### src/sv/drbl_pkg.sv
// ----------------------------------------------------------------------------
// drbl_pkg
// Shared widths, register indexes, outcome codes and the config record of
// the dram row buffer latency model.
// ----------------------------------------------------------------------------
package drbl_pkg;

	localparam int ADDR_W = 48;
	localparam int ROW_W = 44;
	localparam int CNT_W = 48;
	localparam int LAT_W = 12;
	localparam int TIM_W = 10;
	localparam int LSZ_W = 4;
	localparam int OUTC_W = 2;
	localparam int APB_DW = 32;
	localparam int APB_AW = 5;
	localparam int SHAMT_W = 5;

	localparam logic [LAT_W-1:0] FIXED_DELAY = 12'd100;

	// row outcome codes
	localparam logic [OUTC_W-1:0] OUTC_HIT      = 2'd0;
	localparam logic [OUTC_W-1:0] OUTC_EMPTY    = 2'd1;
	localparam logic [OUTC_W-1:0] OUTC_CONFLICT = 2'd2;
	localparam logic [OUTC_W-1:0] OUTC_FIXED    = 2'd3;

	// register indexes (byte address is 4 times the index)
	localparam logic [2:0] REG_ACCESS_MODE = 3'd0;
	localparam logic [2:0] REG_PAGE_POLICY = 3'd1;
	localparam logic [2:0] REG_CAS         = 3'd2;
	localparam logic [2:0] REG_RAS         = 3'd3;
	localparam logic [2:0] REG_PRECHARGE   = 3'd4;
	localparam logic [2:0] REG_BUS         = 3'd5;
	localparam logic [2:0] REG_LINE_SIZE   = 3'd6;

	typedef struct packed {
		logic             access_mode;
		logic             page_policy;
		logic [TIM_W-1:0] cas_latency;
		logic [TIM_W-1:0] ras_latency;
		logic [TIM_W-1:0] precharge_latency;
		logic [TIM_W-1:0] bus_latency;
		logic [LSZ_W-1:0] line_size_log2;
	} cfg_t;

endpackage

### src/sv/drbl_apb_regs.sv
// ----------------------------------------------------------------------------
// drbl_apb_regs
// APB configuration registers, written on the access phase, readable back.
// ----------------------------------------------------------------------------
module drbl_apb_regs (
	input  logic                        clk,
	input  logic                        arst_n,
	input  logic                        psel,
	input  logic                        penable,
	input  logic                        pwrite,
	input  logic [drbl_pkg::APB_AW-1:0] paddr,
	input  logic [drbl_pkg::APB_DW-1:0] pwdata,
	output logic [drbl_pkg::APB_DW-1:0] prdata,
	output logic                        pready,
	output drbl_pkg::cfg_t              cfg
);

	drbl_pkg::cfg_t cfg_q;
	logic           wr_en;
	logic [2:0]     idx;

	assign pready = 1'b1;
	assign wr_en = psel && penable && pwrite;
	assign idx = paddr[4:2];
	assign cfg = cfg_q;

	always_ff @(posedge clk or negedge arst_n) begin
		if (!arst_n) begin
			cfg_q.access_mode <= 1'b1;
			cfg_q.page_policy <= 1'b0;
			cfg_q.cas_latency <= 10'd45;
			cfg_q.ras_latency <= 10'd45;
			cfg_q.precharge_latency <= 10'd45;
			cfg_q.bus_latency <= 10'd10;
			cfg_q.line_size_log2 <= 4'd6;
		end else if (wr_en) begin
			case (idx)
				drbl_pkg::REG_ACCESS_MODE: cfg_q.access_mode <= pwdata[0];
				drbl_pkg::REG_PAGE_POLICY: cfg_q.page_policy <= pwdata[0];
				drbl_pkg::REG_CAS: cfg_q.cas_latency <= pwdata[drbl_pkg::TIM_W-1:0];
				drbl_pkg::REG_RAS: cfg_q.ras_latency <= pwdata[drbl_pkg::TIM_W-1:0];
				drbl_pkg::REG_PRECHARGE: cfg_q.precharge_latency <= pwdata[drbl_pkg::TIM_W-1:0];
				drbl_pkg::REG_BUS: cfg_q.bus_latency <= pwdata[drbl_pkg::TIM_W-1:0];
				drbl_pkg::REG_LINE_SIZE: cfg_q.line_size_log2 <= pwdata[drbl_pkg::LSZ_W-1:0];
				default: ;
			endcase
		end
	end

	always_comb begin
		prdata = '0;
		case (idx)
			drbl_pkg::REG_ACCESS_MODE: prdata = 32'(cfg_q.access_mode);
			drbl_pkg::REG_PAGE_POLICY: prdata = 32'(cfg_q.page_policy);
			drbl_pkg::REG_CAS: prdata = 32'(cfg_q.cas_latency);
			drbl_pkg::REG_RAS: prdata = 32'(cfg_q.ras_latency);
			drbl_pkg::REG_PRECHARGE: prdata = 32'(cfg_q.precharge_latency);
			drbl_pkg::REG_BUS: prdata = 32'(cfg_q.bus_latency);
			drbl_pkg::REG_LINE_SIZE: prdata = 32'(cfg_q.line_size_log2);
			default: prdata = '0;
		endcase
	end

endmodule

### config.mk
export PLATFORM = sky130hd
export DESIGN_NAME = drbl_apb_regs
export DESIGN_NICKNAME = d
export VERILOG_FILES = /design/src/sv/drbl_pkg.sv /design/src/sv/drbl_apb_regs.sv
export SDC_FILE = /design/constraint.sdc
export NUM_CORES = 1
export LEC_CHECK = 0
export ABC_CLOCK_PERIOD_IN_PS = 1300
export BUFFER_PORTS_ARGS = -buffer_cell sky130_fd_sc_hd__buf_4
export CAP_MARGIN = 40
export CORE_UTILIZATION = 40
export DETAILED_ROUTE_END_ITERATION = 10
export GPL_ROUTABILITY_DRIVEN = 0
export HOLD_SLACK_MARGIN = 0.06
export PLACE_DENSITY_LB_ADDON = 0.15
export SETUP_SLACK_MARGIN = 0.5
export SKIP_CTS_REPAIR_TIMING = 1
export SLEW_MARGIN = 5
export SYNTH_ARGS = -nofsm -noshare
export SYNTH_HDL_FRONTEND = slang
export SYNTH_SLANG_ARGS = --single-unit
### constraint.sdc
create_clock -name clk -period 1.3 [get_ports clk]
set_input_delay 0 -clock clk [delete_from_list [all_inputs] [get_ports clk]]
set_output_delay 0 -clock clk [all_outputs]
set_load 0.05 [all_outputs]
**Word-level counts from Yosys, hierarchy flattened**

Cells that the tools add are included.

- Memory bits (read-only): 0
- Bits in registers: 46
- Latch bits: 0
- Memories: 0
- Word-level logic and storage cells: 24
- Bits in writable memories: 0

- Bitwise logic cells: 0
- Equal/unequal tests: 6
- Reductions and logical operators: 10
- $lt $le $gt $ge: 0
- Divide/modulo/power cells: 0
- Add/sub/neg operators: 0
- Muxes and demuxes: 1
- Multiply operators: 0
- Shift operators: 0

Operators with widths:

| kind | number |
|---|---|
| one-hot mux 10 bit (7 select lines) | 1 |
| AND reduction 2 bit | 7 |
| == test 3 bit (second input constant) | 3 |
| == test 3 x 2 -> 1 bit (second input constant) | 2 |
| == test 3 x 1 -> 1 bit (second input constant) | 1 |
| logical NOT 3 bit | 1 |
| logical AND 1 bit | 2 |

**Depth between registers and ports, before layout**

- Word-level depth: 3
- Depth in mapped cells: 5
- Depth with buffers taken out: 3

**Worst setup path before layout**

Ideal clock, no wire load.

- Path type: flip-flop to output port
- Start: register cfg_q, in the netlist cfg[5]
- End: output port prdata[1] in the netlist's numbering
- Required time: 1.300 ns
- Slack: -0.653 ns
- Data arrival time: 1.953 ns
- Stages on the path, launching flop included: 4
- Path buffers: 0
- Cells stage by stage: dfstp_2 mux2i_1 or2_2 a31oi_1

- Cells in the longest elaborated chain, start to end: 1

RTL lines:

| element | line | source |
|---|---|---|
| start, declared | drbl_apb_regs.sv:18 | `drbl_pkg::cfg_t cfg_q;` |
| one-hot mux 10 bit (7 select lines) | drbl_apb_regs.sv:52 | `case (idx)` |
| end, declared | drbl_apb_regs.sv:13 | `output logic [drbl_pkg::APB_DW-1:0] prdata,` |

Every way passes these cells.

**Worst setup path in the final report**

Same ends and word-level chain as after synthesis.

==> impl_metrics.env <==
export IMPL_ys_flop_type="dfrtp_1"
export IMPL_hold_ws_ns=0.1436
export IMPL_tightest_slew_ns=0.5697
export IMPL_hold_viol=0
export IMPL_grt_overflow_total=0
export IMPL_whs_path_depth=3
export IMPL_root_buffer="clkbuf_8"
export IMPL_route_detailed_wl_per_inst_um=17.47
export IMPL_layout_drive_gt1_share=0.8026
export IMPL_largest_reg_flops=46
export IMPL_routed_wl_mm=6.568
export IMPL_critPathKind="reg -> out"
export IMPL_synth_area_per_cell_um2=13.12
export IMPL_port_buffers=73
export IMPL_synth_area_leaders="dfrtp_1 31%, mux2_2 22%, dfstp_2 19%"
export IMPL_ys_types=33
export IMPL_grt_pass1_wl_mm=8.956
export IMPL_firstDrtPassIters=6
export IMPL_cp_cell_sequence="mux2i_1, or2_2, a31oi_4, buf_6"
export IMPL_finalCritPeriodShare=1.170
export IMPL_rsz0062_at_grt="yes"
export IMPL_fp_dieH_um=78.83
export IMPL_r2r_start="cfg[20]$_DFFE_PN0P_"
export IMPL_via_count=1897
export IMPL_rows=27
export IMPL_die_area_um2=6213
export IMPL_reg2reg_depth=2
export IMPL_cp_startpoint="cfg[5]$_DFFE_PN1P_"
export IMPL_p_leak_nw=1.892
export IMPL_slowest_stage="dfstp_2"
export IMPL_cts_sinks=46
export IMPL_yosysTopAreaCell="dfrtp_1"
export IMPL_numCtsBuffers=5
export IMPL_relSlewSlack=0.6202
export IMPL_route_detailed_drc=0
export IMPL_core_area_um2=5608
export IMPL_setup_viol=4
export IMPL_clock_skew_ns=0
export IMPL_grt_max_degree=47
export IMPL_syn_to_final_growth_pct=83.47
export IMPL_layout_commonest_cell="mux2_4"
export IMPL_synth_top_area_frac=0.3074
export IMPL_die_x_um=78.83
export IMPL_cts_htree_levels=2
export IMPL_tns_ns=-0.6390
export IMPL_status="finished with violations"
export IMPL_reg2reg_slack_ns=0.36
export IMPL_initial_core_util=0.4210
export IMPL_cap_violations=0
export IMPL_hp_class="in -> reg"
export IMPL_pin_count=121
export IMPL_async_flop_share=1.000
export IMPL_power_density_nw_per_um2=1488
export IMPL_ir_worst_vdd_mv=0.8513
export IMPL_r2r_end="cfg[20]$_DFFE_PN0P_"
export IMPL_crit_path_end_kind="primary output"
export IMPL_nets=345
export IMPL_ant_nets=0
export IMPL_drtIter0Drc=65
export IMPL_layout_cells_most_common_list="46 x mux2_4, 45 x buf_8, 32 x buf_4, 32 x buf_6, 27 x dfrtp_2"
export IMPL_stdcell_count=376
export IMPL_hpwl_mm=4.164
export IMPL_yosysSeqAreaShare=0.4966
export IMPL_grtUsageTotal=0.1892
export IMPL_synth_edf_count=0
export IMPL_path_clk_slew_ns=0.08
export IMPL_path_max_fanout=2
export IMPL_hp_start="paddr[3]"
export IMPL_clk_path_buf_depth=2
export IMPL_setup_ws_ns=-0.2212
export IMPL_vias_per_cell=5.045
export IMPL_slew_violations=0
export IMPL_antenna_found_initial=0
export IMPL_violations="setup timing"
export IMPL_fillers=338
export IMPL_tritoncts="built"
export IMPL_fin_crit_ns=1.521
export IMPL_synth_ff_latch_count=46
export IMPL_start_kind="register"
export IMPL_grt_pass1_vias=1720
export IMPL_yosysWarnings=0
export IMPL_cpPeakStageDelay_ns=0.54
export IMPL_crit_arrival_ns=1.52
export IMPL_hold_end="cfg[44]$_DFFE_PN0P_"
export IMPL_syn_inst=180
export IMPL_placedCellCount=333
export IMPL_clock_latency_ns=0.29
export IMPL_fmax_mhz=657.4
export IMPL_post_route_util=0.7724
export IMPL_syn_area_um2=2361
export IMPL_required_ns=1.30
export IMPL_antenna_cells=0
## logic make-up (layout without fill, tap and decap cells)
family,count (synthesis),after routing,synth area share
compound gates,27,27,0.08479
buf+inv,30,133,0.09009
flops,46,46,0.4966
mux,52,52,0.2459
other cells,2,23,0.003181
simple gates,23,23,0.07950
## worst max-delay path by stage
stage	end	slack, ns	cells past startpoint
4_1_cts	prdata[1]	-0.29	4
2_1_floorplan	prdata[0]	-0.45	3
6_report	prdata[1]	-0.22	4
5_1_grt	prdata[0]	-0.29	4
3_3_place_gp	cfg[10]$_DFFE_PN0P_	0.01	5
3_5_place_dp	cfg[10]$_DFFE_PN0P_	0.007	5
## cell type report
class / instances / area (um^2) / share of cell area
clock buffer: 6 / 72.57 / 0.01675
clock inverter: 2 / 8.758 / 0.002022
multi-input combinational: 125 / 1463 / 0.3377
sequential: 46 / 1206 / 0.2785
tap: 72 / 90.09 / 0.02080
timing repair buffer: 125 / 1491 / 0.3443
## worst max-delay path: cells and delay by family, from the launching register on
kind | cells | cell delay, ns
AND/OR/NAND/NOR | 1 | 0.30
AO/OA/AOI/OAI | 1 | 0.14
buffers and inverters | 1 | 0.18
flip-flops | 1 | 0.54
multiplexers | 1 | 0.07
## synthesized netlist by cell type, types with 2 or more instances
cell and instances:
mux2_2 47, dfrtp_1 29, buf_4 26, dfstp_2 17
a21oi_1 7, a221oi_1 6, a22oi_1 6, mux2i_1 4
nand2_1 3, nor2b_1 3, a221o_1 2, a22o_1 2
buf_2 2, clkbuf_1 2, conb_1 2, nand2b_4 2
nor2_1 2, nor2_4 2, nor3_4 2
## through the flow
step | total power, mW | instance area (um^2) | setup slack, ns
floorplan | 4.067 | 2830 | -0.4451
global placement | 4.718 | 3379 | 0.01493
detailed placement | 4.743 | 3379 | 0.007019
global route | 6.710 | 4332 | -0.2947
CTS | 5.596 | 3461 | -0.2873
finish | 6.444 | 4332 | -0.2212
## power by group
part           internal, mW  switching, mW
Clock                 0.370          0.471
Sequential             1.82          0.372
Combinational          1.59           1.82
## routing by layer
metal	routed length, um	up-vias	GRT usage
met5	0	-	0
met4	54	0	0.04909
met3	299	6	0.05057
met2	3446	69	0.3087
met1	2768	962	0.2493
li1	-	860	-
Power figures use the tool's default switching activity.
